**config.mk**
```make
export PLATFORM = sky130hd
export DESIGN_NAME = crc_guarded_container_parser_flat
export DESIGN_NICKNAME = d
export VERILOG_FILES = /design/src/rtl/core/cgcp_pkg.sv /design/src/rtl/core/cgcp_if.sv /design/src/rtl/core/crc_guarded_container_parser.sv /design/src/rtl/core/cgcp_cfg.sv /design/src/rtl/core/cgcp_in_stage.sv /design/src/rtl/core/cgcp_parse.sv /design/src/flat_wrapper.sv
export SDC_FILE = /design/constraint.sdc
export NUM_CORES = 1
export LEC_CHECK = 0
export ABC_CLOCK_PERIOD_IN_PS = 7200
export BUFFER_PORTS_ARGS = -buffer_cell sky130_fd_sc_hd__clkbuf_2
export CAP_MARGIN = 10
export CORE_UTILIZATION = 56
export DETAILED_ROUTE_END_ITERATION = 10
export PLACE_DENSITY_LB_ADDON = 0.15
export SLEW_MARGIN = 20
export SYNTH_ARGS = -nofsm -noshare
export SYNTH_HDL_FRONTEND = slang
export SYNTH_SLANG_ARGS = --single-unit
```
**constraint.sdc**
```tcl
create_clock -name clk -period 7.2 [get_ports clk]
set_clock_uncertainty 0.15 [all_clocks]
set_input_delay 0.72 -clock clk [delete_from_list [all_inputs] [get_ports clk]]
set_output_delay 0.72 -clock clk [all_outputs]
set_load 0.01 [all_outputs]
```
**src/rtl/core/cgcp_pkg.sv**
```systemverilog
// shared types, codes and constants of the container parser
package cgcp_pkg;

  localparam int HDR_BYTES = 14;

  localparam logic [31:0] CRC_POLY = 32'hEDB8_8320;
  localparam logic [31:0] ALL_ONES = 32'hFFFF_FFFF;

  localparam logic [31:0] TAG_ADMIN = 32'h4E4D_4441;
  localparam logic [31:0] TAG_USER  = 32'h5245_5355;
  localparam logic [31:0] TAG_NOTE  = 32'h4554_4F4E;

  localparam logic [7:0] MAGIC_BYTES [4] = '{8'h46, 8'h5A, 8'h30, 8'h31};

  localparam logic [20:0] PAYLOAD_LIMIT_RESET    = 21'h10_0000;
  localparam logic        CRC_CHECK_RESET        = 1'b1;
  localparam logic [15:0] EXPECTED_VERSION_RESET = 16'h0001;

  localparam int CFG_INDEX_W = 2;
  localparam int CFG_DATA_W  = 21;

  localparam logic [CFG_INDEX_W-1:0] REG_PAYLOAD_LIMIT    = 2'd0;
  localparam logic [CFG_INDEX_W-1:0] REG_CRC_CHECK_ENABLE = 2'd1;
  localparam logic [CFG_INDEX_W-1:0] REG_EXPECTED_VERSION = 2'd2;

  localparam logic [2:0] ST_OK          = 3'd0;
  localparam logic [2:0] ST_TOO_SMALL   = 3'd1;
  localparam logic [2:0] ST_BAD_MAGIC   = 3'd2;
  localparam logic [2:0] ST_BAD_VERSION = 3'd3;
  localparam logic [2:0] ST_TOO_LARGE   = 3'd4;
  localparam logic [2:0] ST_TRUNCATED   = 3'd5;
  localparam logic [2:0] ST_BAD_CRC     = 3'd6;
  localparam logic [2:0] ST_UNKNOWN_REC = 3'd7;

  localparam logic [1:0] KIND_NONE  = 2'd0;
  localparam logic [1:0] KIND_ADMIN = 2'd1;
  localparam logic [1:0] KIND_USER  = 2'd2;
  localparam logic [1:0] KIND_NOTE  = 2'd3;

  typedef struct packed {
    logic [7:0] data_byte;
    logic       final_byte;
  } in_word_t;

  typedef struct packed {
    logic [20:0] payload_limit;
    logic        crc_check_enable;
    logic [15:0] expected_version;
  } cfg_t;

endpackage

```
**src/rtl/core/cgcp_if.sv**
```systemverilog
// channel interfaces: byte input, status output, configuration write
interface cgcp_in_if;
  logic       valid;
  logic       ready;
  logic [7:0] data_byte;
  logic       final_byte;
  modport source (output valid, output data_byte, output final_byte, input ready);
  modport sink (input valid, input data_byte, input final_byte, output ready);
endinterface

interface cgcp_out_if;
  logic        valid;
  logic        ready;
  logic [2:0]  status;
  logic [1:0]  record_kind;
  logic [31:0] user_id;
  logic [7:0]  name_length;
  logic        name_fits;
  logic [31:0] payload_length;
  logic [31:0] computed_crc;
  modport source (output valid, output status, output record_kind, output user_id,
                  output name_length, output name_fits, output payload_length,
                  output computed_crc, input ready);
  modport sink (input valid, input status, input record_kind, input user_id,
                input name_length, input name_fits, input payload_length,
                input computed_crc, output ready);
endinterface

interface cgcp_cfg_if;
  logic        valid;
  logic        ready;
  logic [1:0]  index;
  logic [20:0] data;
  modport source (output valid, output index, output data, input ready);
  modport sink (input valid, input index, input data, output ready);
endinterface

```
**src/rtl/core/crc_guarded_container_parser.sv**
```systemverilog
// top level of the crc guarded container parser
//
// data_ch takes the file one word (byte) per cycle, final_byte set on the last
// word. The first 14 words form the header (magic, version, length, crc); the
// payload that follows runs through a reflected crc-32, one byte per cycle.
// result_ch carries one status word per file, registered once the final
// word has passed the input register and then the result
// register. Throughput is one word per cycle, set by the one-byte crc step
// and the status compare chain between the two registers.
// When result_ch stalls, ordinary words keep flowing; a final word of the next
// file waits in the input register until the held result is taken.
// cfg_ch writes the payload limit, crc_check_enable and expected_version by
// index, always ready; write only while no file is in flight. Other indexes
// are ignored.
// Reset (rst, synchronous) clears the file state and the channels and loads
// the register defaults; the block is ready in the next cycle.
module crc_guarded_container_parser
  import cgcp_pkg::*;
(
  input  logic        clk,
  input  logic        rst,
  cgcp_in_if.sink     data_ch,
  cgcp_out_if.source  result_ch,
  cgcp_cfg_if.sink    cfg_ch
);

  cfg_t     cfg;
  in_word_t word;
  logic     word_valid;
  logic     advance;

  cgcp_cfg u_cfg (
    .clk    (clk),
    .rst    (rst),
    .cfg_ch (cfg_ch),
    .cfg    (cfg)
  );

  cgcp_in_stage u_in_stage (
    .clk        (clk),
    .rst        (rst),
    .data_ch    (data_ch),
    .advance    (advance),
    .word_valid (word_valid),
    .word       (word)
  );

  cgcp_parse u_parse (
    .clk        (clk),
    .rst        (rst),
    .word_valid (word_valid),
    .word       (word),
    .cfg        (cfg),
    .advance    (advance),
    .result_ch  (result_ch)
  );

  a_kind_only_ok: assert property (@(posedge clk) disable iff (rst)
    result_ch.valid && (result_ch.status != ST_OK) |->
      (result_ch.record_kind == KIND_NONE) && !result_ch.name_fits &&
      (result_ch.user_id == 32'd0) && (result_ch.name_length == 8'd0))
    else $error("record fields set on a failed status");

  a_small_clears: assert property (@(posedge clk) disable iff (rst)
    result_ch.valid && (result_ch.status == ST_TOO_SMALL) |->
      (result_ch.payload_length == 32'd0) && (result_ch.computed_crc == 32'd0))
    else $error("short file reports length or crc");

  a_fits_admin: assert property (@(posedge clk) disable iff (rst)
    result_ch.valid && result_ch.name_fits |-> (result_ch.record_kind == KIND_ADMIN))
    else $error("name_fits set outside an admin record");

  a_reset_quiet: assert property (@(posedge clk)
    $past(rst) |-> !result_ch.valid && !word_valid)
    else $error("result or input register valid after reset");

endmodule

```
**src/rtl/core/cgcp_cfg.sv**
```systemverilog
// configuration registers
module cgcp_cfg
  import cgcp_pkg::*;
(
  input  logic       clk,
  input  logic       rst,
  cgcp_cfg_if.sink   cfg_ch,
  output cfg_t       cfg
);

  assign cfg_ch.ready = 1'b1;

  always_ff @(posedge clk) begin
    if (rst) begin
      cfg.payload_limit    <= PAYLOAD_LIMIT_RESET;
      cfg.crc_check_enable <= CRC_CHECK_RESET;
      cfg.expected_version <= EXPECTED_VERSION_RESET;
    end else if (cfg_ch.valid) begin
      unique case (cfg_ch.index)
        REG_PAYLOAD_LIMIT:    cfg.payload_limit    <= cfg_ch.data;
        REG_CRC_CHECK_ENABLE: cfg.crc_check_enable <= cfg_ch.data[0];
        REG_EXPECTED_VERSION: cfg.expected_version <= cfg_ch.data[15:0];
        default: ;
      endcase
    end
  end

endmodule

```
**src/rtl/core/cgcp_in_stage.sv**
```systemverilog
// input register for one word of the file
module cgcp_in_stage
  import cgcp_pkg::*;
(
  input  logic     clk,
  input  logic     rst,
  cgcp_in_if.sink  data_ch,
  input  logic     advance,
  output logic     word_valid,
  output in_word_t word
);

  assign data_ch.ready = !word_valid || advance;

  always_ff @(posedge clk) begin
    if (rst) begin
      word_valid <= 1'b0;
    end else if (data_ch.valid && data_ch.ready) begin
      word_valid <= 1'b1;
    end else if (advance) begin
      word_valid <= 1'b0;
    end
  end

  always_ff @(posedge clk) begin
    if (data_ch.valid && data_ch.ready) begin
      word.data_byte  <= data_ch.data_byte;
      word.final_byte <= data_ch.final_byte;
    end
  end

endmodule

```
**src/rtl/core/cgcp_parse.sv**
```systemverilog
// header capture, payload crc, record classification and result register
module cgcp_parse
  import cgcp_pkg::*;
(
  input  logic         clk,
  input  logic         rst,
  input  logic         word_valid,
  input  in_word_t     word,
  input  cfg_t         cfg,
  output logic         advance,
  cgcp_out_if.source   result_ch
);

  logic [31:0] bytes_seen, bytes_seen_next;
  logic        magic_matches, magic_matches_next;
  logic [15:0] header_version, header_version_next;
  logic [31:0] header_length, header_length_next;
  logic [31:0] header_crc, header_crc_next;
  logic [31:0] running_crc, running_crc_next;
  logic [31:0] record_tag, record_tag_next;
  logic [31:0] record_detail, record_detail_next;

  logic [31:0] off;
  logic [7:0]  b;
  logic [2:0]  status_c;
  logic [1:0]  kind_c;
  logic [31:0] uid_c;
  logic [7:0]  nlen_c;
  logic        fits_c;
  logic [31:0] len_c;
  logic [31:0] crc_c;
  logic        finish;

  function automatic logic [31:0] crc_byte(input logic [31:0] crc_in, input logic [7:0] d);
    logic [31:0] c;
    c = crc_in ^ {24'd0, d};
    for (int i = 0; i < 8; i++) begin
      c = (c >> 1) ^ (CRC_POLY & {32{c[0]}});
    end
    return c;
  endfunction

  assign advance = word_valid && (!word.final_byte || !result_ch.valid || result_ch.ready);
  assign finish  = advance && word.final_byte;
  assign b       = word.data_byte;
  assign off     = bytes_seen - 32'(HDR_BYTES);

  always_comb begin
    magic_matches_next  = magic_matches;
    header_version_next = header_version;
    header_length_next  = header_length;
    header_crc_next     = header_crc;
    running_crc_next    = running_crc;
    record_tag_next     = record_tag;
    record_detail_next  = record_detail;
    if (bytes_seen < 32'd4) begin
      if (b != MAGIC_BYTES[bytes_seen[1:0]]) begin
        magic_matches_next = 1'b0;
      end
    end else if (bytes_seen < 32'd6) begin
      header_version_next[{bytes_seen[0], 3'b000} +: 8] = b;
    end else if (bytes_seen < 32'd10) begin
      header_length_next[{bytes_seen[1:0] - 2'd2, 3'b000} +: 8] = b;
    end else if (bytes_seen < 32'(HDR_BYTES)) begin
      header_crc_next[{bytes_seen[1:0] - 2'd2, 3'b000} +: 8] = b;
    end else if (off < header_length) begin
      running_crc_next = crc_byte(running_crc, b);
      if (off < 32'd4) begin
        record_tag_next[{off[1:0], 3'b000} +: 8] = b;
      end else if (off < 32'd8) begin
        record_detail_next[{off[1:0], 3'b000} +: 8] = b;
      end
    end
    bytes_seen_next = (bytes_seen == ALL_ONES) ? bytes_seen : bytes_seen + 32'd1;
  end

  // status in check order, taken from the state after this word
  always_comb begin
    len_c    = header_length_next;
    crc_c    = ~running_crc_next;
    kind_c   = KIND_NONE;
    uid_c    = 32'd0;
    nlen_c   = 8'd0;
    fits_c   = 1'b0;
    if (bytes_seen_next < 32'(HDR_BYTES)) begin
      status_c = ST_TOO_SMALL;
      len_c    = 32'd0;
      crc_c    = 32'd0;
    end else if (!magic_matches_next) begin
      status_c = ST_BAD_MAGIC;
    end else if (header_version_next != cfg.expected_version) begin
      status_c = ST_BAD_VERSION;
    end else if (len_c > {11'd0, cfg.payload_limit}) begin
      status_c = ST_TOO_LARGE;
    end else if (({1'b0, len_c} + 33'(HDR_BYTES)) > {1'b0, bytes_seen_next}) begin
      status_c = ST_TRUNCATED;
    end else if (cfg.crc_check_enable && (crc_c != header_crc_next)) begin
      status_c = ST_BAD_CRC;
    end else if (len_c < 32'd4) begin
      status_c = ST_UNKNOWN_REC;
    end else if (record_tag_next == TAG_ADMIN) begin
      status_c = ST_OK;
      kind_c   = KIND_ADMIN;
      if (len_c >= 32'd5) begin
        nlen_c = record_detail_next[7:0];
        fits_c = ({24'd0, record_detail_next[7:0]} + 32'd5) <= len_c;
      end
    end else if (record_tag_next == TAG_USER) begin
      status_c = ST_OK;
      kind_c   = KIND_USER;
      if (len_c >= 32'd8) begin
        uid_c = record_detail_next;
      end
    end else if (record_tag_next == TAG_NOTE) begin
      status_c = ST_OK;
      kind_c   = KIND_NOTE;
    end else begin
      status_c = ST_UNKNOWN_REC;
    end
  end

  always_ff @(posedge clk) begin
    if (rst || finish) begin
      bytes_seen     <= 32'd0;
      magic_matches  <= 1'b1;
      header_version <= 16'd0;
      header_length  <= 32'd0;
      header_crc     <= 32'd0;
      running_crc    <= ALL_ONES;
      record_tag     <= 32'd0;
      record_detail  <= 32'd0;
    end else if (advance) begin
      bytes_seen     <= bytes_seen_next;
      magic_matches  <= magic_matches_next;
      header_version <= header_version_next;
      header_length  <= header_length_next;
      header_crc     <= header_crc_next;
      running_crc    <= running_crc_next;
      record_tag     <= record_tag_next;
      record_detail  <= record_detail_next;
    end
  end

  always_ff @(posedge clk) begin
    if (rst) begin
      result_ch.valid <= 1'b0;
    end else if (finish) begin
      result_ch.valid <= 1'b1;
    end else if (result_ch.ready) begin
      result_ch.valid <= 1'b0;
    end
  end

  always_ff @(posedge clk) begin
    if (finish) begin
      result_ch.status         <= status_c;
      result_ch.record_kind    <= kind_c;
      result_ch.user_id        <= uid_c;
      result_ch.name_length    <= nlen_c;
      result_ch.name_fits      <= fits_c;
      result_ch.payload_length <= len_c;
      result_ch.computed_crc   <= crc_c;
    end
  end

endmodule
```
**src/flat_wrapper.sv**
```systemverilog
// flat-port wrapper written by rule: the top's interface ports become plain ports
module crc_guarded_container_parser_flat import cgcp_pkg::*;
  (clk, rst, data_ch_valid, data_ch_data_byte, data_ch_final_byte, data_ch_ready, result_ch_valid, result_ch_status, result_ch_record_kind, result_ch_user_id, result_ch_name_length, result_ch_name_fits, result_ch_payload_length, result_ch_computed_crc, result_ch_ready, cfg_ch_valid, cfg_ch_index, cfg_ch_data, cfg_ch_ready);
  cgcp_in_if data_ch_i ();
  cgcp_out_if result_ch_i ();
  cgcp_cfg_if cfg_ch_i ();
  input  logic clk;
  input  logic rst;
  input wire logic [$bits(data_ch_i.valid)-1:0] data_ch_valid;
  input wire logic [$bits(data_ch_i.data_byte)-1:0] data_ch_data_byte;
  input wire logic [$bits(data_ch_i.final_byte)-1:0] data_ch_final_byte;
  output wire logic [$bits(data_ch_i.ready)-1:0] data_ch_ready;
  output wire logic [$bits(result_ch_i.valid)-1:0] result_ch_valid;
  output wire logic [$bits(result_ch_i.status)-1:0] result_ch_status;
  output wire logic [$bits(result_ch_i.record_kind)-1:0] result_ch_record_kind;
  output wire logic [$bits(result_ch_i.user_id)-1:0] result_ch_user_id;
  output wire logic [$bits(result_ch_i.name_length)-1:0] result_ch_name_length;
  output wire logic [$bits(result_ch_i.name_fits)-1:0] result_ch_name_fits;
  output wire logic [$bits(result_ch_i.payload_length)-1:0] result_ch_payload_length;
  output wire logic [$bits(result_ch_i.computed_crc)-1:0] result_ch_computed_crc;
  input wire logic [$bits(result_ch_i.ready)-1:0] result_ch_ready;
  input wire logic [$bits(cfg_ch_i.valid)-1:0] cfg_ch_valid;
  input wire logic [$bits(cfg_ch_i.index)-1:0] cfg_ch_index;
  input wire logic [$bits(cfg_ch_i.data)-1:0] cfg_ch_data;
  output wire logic [$bits(cfg_ch_i.ready)-1:0] cfg_ch_ready;
  assign data_ch_i.valid = data_ch_valid;
  assign data_ch_i.data_byte = data_ch_data_byte;
  assign data_ch_i.final_byte = data_ch_final_byte;
  assign data_ch_ready = data_ch_i.ready;
  assign result_ch_valid = result_ch_i.valid;
  assign result_ch_status = result_ch_i.status;
  assign result_ch_record_kind = result_ch_i.record_kind;
  assign result_ch_user_id = result_ch_i.user_id;
  assign result_ch_name_length = result_ch_i.name_length;
  assign result_ch_name_fits = result_ch_i.name_fits;
  assign result_ch_payload_length = result_ch_i.payload_length;
  assign result_ch_computed_crc = result_ch_i.computed_crc;
  assign result_ch_i.ready = result_ch_ready;
  assign cfg_ch_i.valid = cfg_ch_valid;
  assign cfg_ch_i.index = cfg_ch_index;
  assign cfg_ch_i.data = cfg_ch_data;
  assign cfg_ch_ready = cfg_ch_i.ready;
  crc_guarded_container_parser u_core (.clk(clk), .rst(rst), .data_ch(data_ch_i), .result_ch(result_ch_i), .cfg_ch(cfg_ch_i));
endmodule
```
* Word level (Yosys, flattened, before mapping) *
Cells that the tools add are included.

storage, ports and cells
  flip-flop bits (word level) = 368
  bits in latches = 0
  output and inout port bits = 113
  bits of input ports = 37
  memories kept = 0
  memory bits (writable) = 0
  ROM bits = 0
  logic and storage cells = 154

cells by class
  bitwise gates (word level) = 16
  multipliers = 0
  muxes and demuxes = 54
  order comparisons = 15
  shifts and indexed selects = 6
  reduce and logical (&&, ||, !) cells = 22
  equal/unequal tests = 9
  div/mod/pow operators = 0
  $add $sub $neg = 8

operators with widths
  cell                    count
  $mux 32                 26
  $xor 31x32->32          8
  $bwmux 32               4
  $lt 32x3->1 const B     4
  $lt 32x4->1 const B     4
  $eq 32x31->1 const B    3
  $shift 8x7->32 const A  2
  $shiftx 8x7->32         2
  $add 32x4->33 const B   1
  $gt 33x32->1            1
  $add 32x1->32 const B   1
  $eq 32x32->1 const B    1
  $ge 32x3->1 const B     1
  $ge 32x4->1 const B     1
  $gt 32x21->1            1
  $le 9x32->1             1
  $lt 32x32->1            1
  $mux 16                 2
  $ne 32x32->1            1
  $not 32->32             1
  $sub 32x4->32 const B   1
  $xor 32x8->32           1
  $mux 3                  7
  $bmux 8 s2              1
  other kinds (28)        54

* Logic depth before layout (Yosys ltp) *
  word-level depth = 22
  mapped depth = 33
  gate-level depth less buffers = 30

* Hierarchy *
Synthesis repeated with hierarchy kept, for this count alone.

unflattened totals
  cells, all modules = 2686
  area total of the unflattened synthesis = 23153.5 µm²

modules (own cells, without submodules)
  module         sequential area each (µm²)  instances  area an instance (µm²)  cells an instance
  cgcp_parse     7507.2                      1          21195.3                 2519
  cgcp_cfg       760.7                       1          1632.8                  153
  cgcp_in_stage  290.3                       1          325.3                   14

* Least setup slack after synthesis *
Ideal clock, no wire load.

  kind = flip-flop to flip-flop
  start = reg u_core.u_parse.bytes_seen[12]
  end = reg u_core.u_parse.result_ch.name_fits, data pin
  data arrival time = 6.878 ns
  path buffers = 3
  stages on the path, launching flop included = 32
  data required time = 6.898 ns
  setup time = 0.152 ns
  slack = 0.020 ns
  period minus slack after synthesis = 7.180 ns
  path through = dfxtp_1 -> buf_2 -> or4_4 -> nor4_2 -> nand2_1 -> nor4_1 -> xor2_1 -> ha_1 -> nand4_1 -> a211oi_1 -> a2111oi_0 -> a211oi_1 -> a21o_1 -> clkbuf_1 -> nor3_1 -> buf_2 -> mux2i_1 -> inv_1 -> ha_1 -> ha_1 -> nor2b_1 -> o21a_1 -> o21a_1 -> o21ai_0 -> nand2b_1 -> a21oi_1 -> nor2b_1 -> o21ai_0 -> nand2b_1 -> a21oi_1 -> nor3_1 -> nor3_4

on the way
  cells in the longest elaborated chain, start to end = 11
  elaborated cells between the ends (all ways) = 56
  classes of those cells = add/sub: 4; order compare: 13; eq/ne: 4; mux: 29; bitwise: 4; reduce/logical: 2

RTL lines
  what                                      RTL line           RTL
  from (decl)                               cgcp_parse.sv:14   logic [31:0] bytes_seen, bytes_seen_next;
  from (signal assigned)                    cgcp_parse.sv:133  bytes_seen <= bytes_seen_next;
  $sub 32x4->32                             cgcp_parse.sv:46   assign off = bytes_seen - 32'(HDR_BYTES);
  $lt 32x4->1                               cgcp_parse.sv:70   end else if (off < 32'd8) begin
  $mux 32                                   cgcp_parse.sv:70
  $mux 32                                   cgcp_parse.sv:68   if (off < 32'd4) begin
  $mux 32                                   cgcp_parse.sv:66   end else if (off < header_length) begin
  $mux 32                                   cgcp_parse.sv:64   end else if (bytes_seen < 32'(HDR_BYTES)) begin
  $mux 32                                   cgcp_parse.sv:62   end else if (bytes_seen < 32'd10) begin
  $mux 32                                   cgcp_parse.sv:60   end else if (bytes_seen < 32'd6) begin
  $mux 32 (*)                               cgcp_parse.sv:56   if (bytes_seen < 32'd4) begin
  net u_core.u_parse.record_detail_next[0]  cgcp_parse.sv:21   logic [31:0] record_detail, record_detail_next;
  $add 8x3->9 (*)                           cgcp_parse.sv:106  fits_c = ({24'd0, record_detail_next[7:0]} + 32'd5) <= len_c;
  $le 9x32->1 (*)                           cgcp_parse.sv:106
  to (signal assigned)                      cgcp_parse.sv:160  result_ch.name_fits <= fits_c;
  to (decl)                                 cgcp_if.sv:22      output name_length, output name_fits, output payload_length,

The timed path passes the listed nets; every way through them passes the cells marked *.
A chain may end at the register's enable or synchronous reset.

* Worst setup path in the final report *
  start = reg u_core.u_parse.bytes_seen[8]
  end = reg u_core.u_parse.result_ch.user_id[19], data pin

on the way
  cells in the longest elaborated chain, start to end = 11
  elaborated cells between the ends (all ways) = 55
  classes of those cells = add/sub: 3; order compare: 12; eq/ne: 5; mux: 29; bitwise: 4; reduce/logical: 2

RTL lines
  what                                                                    RTL line           RTL
  parallel branches: the longest is 11 deep, another holds $add 32x4->33  --
  to (signal assigned)                                                    cgcp_parse.sv:158  result_ch.user_id <= uid_c;
  to (decl)                                                               cgcp_if.sv:21      modport source (output valid, output status, output record_kind, output user_id,

Several ways; the timed one is not identified.

==> results.txt <==
----------------------------------------------------
[Setup path]
  Worst flop-to-flop path startpoint ... u_core.u_parse.bytes_seen[8]
  Critical path capture point type ... flip-flop
  Critical path class ... flip-flop to flip-flop
  CP arrival ... 7090 ps
  Critical path launch point type ... flip-flop
  Flop2flop setup slack ... 330 ps
  Worst-case reg-to-reg path depth ... 27
  CP max stage delay ... 680 ps
  Largest fanout on the critical path ... 24
  Endpoint of the lowest-slack register-to-register path ... u_core.u_parse.result_ch.user_id[19]
  Worst-path cell with the longest stage delay ... or4_1
  Setup crit end ... u_core.u_parse.result_ch.user_id[19]
  Library cell appearing most often on the critical path ... buf_4
  Launch point of the critical path ... u_core.u_parse.bytes_seen[8]
  Worst Path Required ... 7420 ps

[Cells and area]
  Number of nets in the final layout ... 2,901
  Area growth from synthesis to layout ... 14.1%
  Fraction of layout instances using a drive strength above 1 ... 15.0%
  Reg with most FFs ... u_core.u_cfg.cfg
  Max reg flops ... 38

[Pwr]
  Pwr/cell area ... 194 mW/mm^2
  Maximum VDD drop ... 0.169 mV
  Post-layout power ... 0.00503 W
  Leakage power ... 10.3 nW

[Yosys]
  Sequential-to-total area share from yosys stat ... 37.6%
  Top cell type's share of synthesized area ... 21.9%
  Post-synth EDFFs ... 119
  Count leader, synth ... nor2_1
  Top cell type by total area after synthesis ... dfxtp_1
  Top cell types by occurrence after synthesis ... 316 x nor2_1, 273 x nand2_1, 249 x dfxtp_1
  Seq cells post-synth ... 368
  Proportion of synthesized flip-flops having asynchronous set or reset ... 0%
  Number of nets in the synthesized netlist ... 2,752
  Number of standard cells after synthesis ... 2,612
  Yosys warnings ... 0
  Most area-consuming cells after synthesis ... dfxtp_1 22%, edfxtp_1 16%, mux2i_1 7.0%, ha_1 5.7%, xnor2_1 5.7%
  Mean Syn Cell Area ... 8.71 sq um
  Count of different cell masters after synthesis ... 85
  Commonest register cell after synthesis ... dfxtp_1
  Summed instance area of the synthesized netlist ... 0.0227 sq mm

[Floorplanning]
  Die boundary height ... 204 um
  Boundary Pins ... 150
  Initial Utilization ... 57.0%
  Area of the placeable core ... 0.0399 sq mm
  Area enclosed by the die boundary ... 0.0414 sq mm
  Count of standard-cell rows ... 73
  Die boundary width ... 204 um

[STA]
  Number of failing setup endpoints in the final timing report ... 0
  Worst slew slack as a fraction of its limit ... 20.0%
  Hold Fails Final Rpt ... 0
  Final Cycle Share ... 95.4%
  Clock period minus final worst setup slack ... 6870 ps
  Worst hold slack after final layout ... 171 ps
  Final Slew Violations ... 0
  Unrepaired setup endpoints after global routing ... no
  Highest Clock Rate ... 0.146 GHz
  Worst-margin pin slew ... 1190 ps

[Detailed routing]
  Vias ... 20,553
  Total length of routed wires ... 76.8 mm
  Average wire per cell in the routed design ... 23.1 um
  Number of antenna-violating nets in the routed design ... 0
  DRC marker count from the first detailed-route iteration ... 1,908
  First-pass DRT Iterations ... 7
  Residual DRC count ... 0
  Via density per instance ... 6.19

[Outcome]
  Run status ... completed

[Clock tree]
  Root buffer cell ... clkbuf_16
  Clock-pin slew reported for the worst setup and hold paths after clock tree synthesis ... 60 ps
  CTS Hold Bufs ... 0
  Insertion delay of the later-clocked pin in the worst-skew pair ... 580 ps
  # H-tree levels ... 2
  Clock tree from TritonCTS ... yes
  Number of buffers created by CTS ... 42
  CTS Buffer Depth ... 3
  # clock sinks ... 368

[Global route]
  Via count of the first global-routing pass ... 19,346
  Final global-route overflow total ... 0
  Initial antenna violation count ... 0
  Largest net degree at the start of global routing ... 85
  Wire length of the first global-routing pass ... 115 mm
  Total routing usage reported by global routing ... 36.5%

[Job]
  Max-cap violations ... 0

[Place]
  Port Buffers ... 148
  GPL Wtd Cong ... 1.00
  Sum of net half-perimeters after detailed placement ... 57.2 mm

[Min path]
  Worst hold-check path type ... input port to flip-flop

----------------------------------------------------
per-layer routing:
layer / part of all wire, % / vias to the layer above / wire length, um / GRT usage [%]
met5: 0 / - / 0 / 0
met4: 4.6 / 0 / 3530 / 16.3
met3: 7.5 / 221 / 5720 / 6.62
met2: 46 / 949 / 35200 / 58.3
met1: 42 / 9851 / 32300 / 48.2
li1: - / 9532 / - / -
final cells by class:
type / count / area (sq um)
multi-input cells: 1970 / 13200
inverters: 91 / 342
diodes: 1 / 2.50
clock buffers: 62 / 1210
clock inverters: 16 / 176
fillers: 3401 / 14000
flip-flops and latches: 368 / 8560
well taps: 525 / 657
repair buffers: 288 / 1820
worst min path at each step:
stage | to | slack [ps] | start | cells past startpoint
after detailed placement | u_core.u_parse.record_tag[18] | 290 | u_core.u_parse.record_tag[18] | 2
after global placement | u_core.u_parse.record_tag[5] | 280 | u_core.u_parse.record_tag[5] | 2
after floorplan | u_core.u_parse.record_tag[23] | 280 | u_core.u_parse.record_tag[23] | 2
final | u_core.u_in_stage.word[0] | 170 | data_ch_final_byte | 1
after global routing | u_core.u_in_stage.word[4] | 160 | data_ch_data_byte[3] | 1
after CTS | u_core.u_in_stage.word[0] | 150 | data_ch_final_byte | 1
timing repair:
item | in CTS | in global routing
buffers inserted | 0 | 2
gates resized for setup | 2 | 10
pin swaps | 0 | 2
cloned | 0 | 0
endpoints found under the setup margin | 10 | 43
cells by family after synthesis:
| group | Yosys count | share of synthesized area (%) |
|---|---|---|
| simple gates | 1027 | 22.1 |
| compound gates | 414 | 12.4 |
| flops | 368 | 37.6 |
| buf+inv | 274 | 4.69 |
| xor+xnor | 250 | 9.69 |
| mux | 175 | 7.80 |
| fa+ha+maj | 103 | 5.67 |
| other cells | 1 | 0.0165 |
placed cells by master, fill, tap and decap left out, drive strengths merged, types with 9 or more instances in the layout:
cell    synthesis  routed
o22ai          14      14
a21oi         146     146
o21ai          29      29
dfxtp         249     249
a31oi          10      10
nor2b          14      14
xor2          103     103
or4            15      15
nor4           69      69
mux2           17      17
o211ai         29      29
nand2         273     273
nor3           54      54
edfxtp        119     119
nand4          52      52
nor3b          12      12
mux2i         158     158
or2            10      10
a21o           27      27
xnor2         147     147
inv            91      93
nand2b         15      15
nor2          316     316
ha            103     103
and4           10      10
a211oi         83      83
and2           52      52
or3            12      12
nand3          79      79
and3           21      21
buf            36     140
a22oi           9       9
clkbuf        147     210
through the flow:
stage / instance area (sq um) / util (%) / std cells / TNS [ps] / worst slack, ps
6_report: 26000 / 65.0 / 3321 / 0 / 330
5_1_grt: 25900 / 65.0 / 3320 / 0 / 10.5
4_1_cts: 25900 / 64.9 / 3318 / 0 / 97.9
3_5_place_dp: 24500 / 61.4 / 3240 / -111 / -97.4
3_3_place_gp: 24500 / 61.4 / 3240 / 0 / 157
2_1_floorplan: 22700 / - / 2612 / 0 / 19.8
power by group:
part	total, W	switching (W)	internal [W]
clock network	0.00218	0.000903	0.00128
logic	0.000643	0.000415	0.000228
registers	0.00221	0.0000331	0.00217
total	0.00503	0.00135	0.00368
worst max-delay path, delay by kind of cell, from the launching register on:
| family | cells | cell delay, ps |
|---|---|---|
| compound gates | 7 | 1480 |
| simple gates | 13 | 3270 |
| mux | 1 | 240 |
| buf+inv | 4 | 780 |
| fa+ha+maj | 1 | 330 |
| xor+xnor | 1 | 90 |
| flops | 1 | 310 |
No activity file was read; power rests on OpenSTA's default activity.
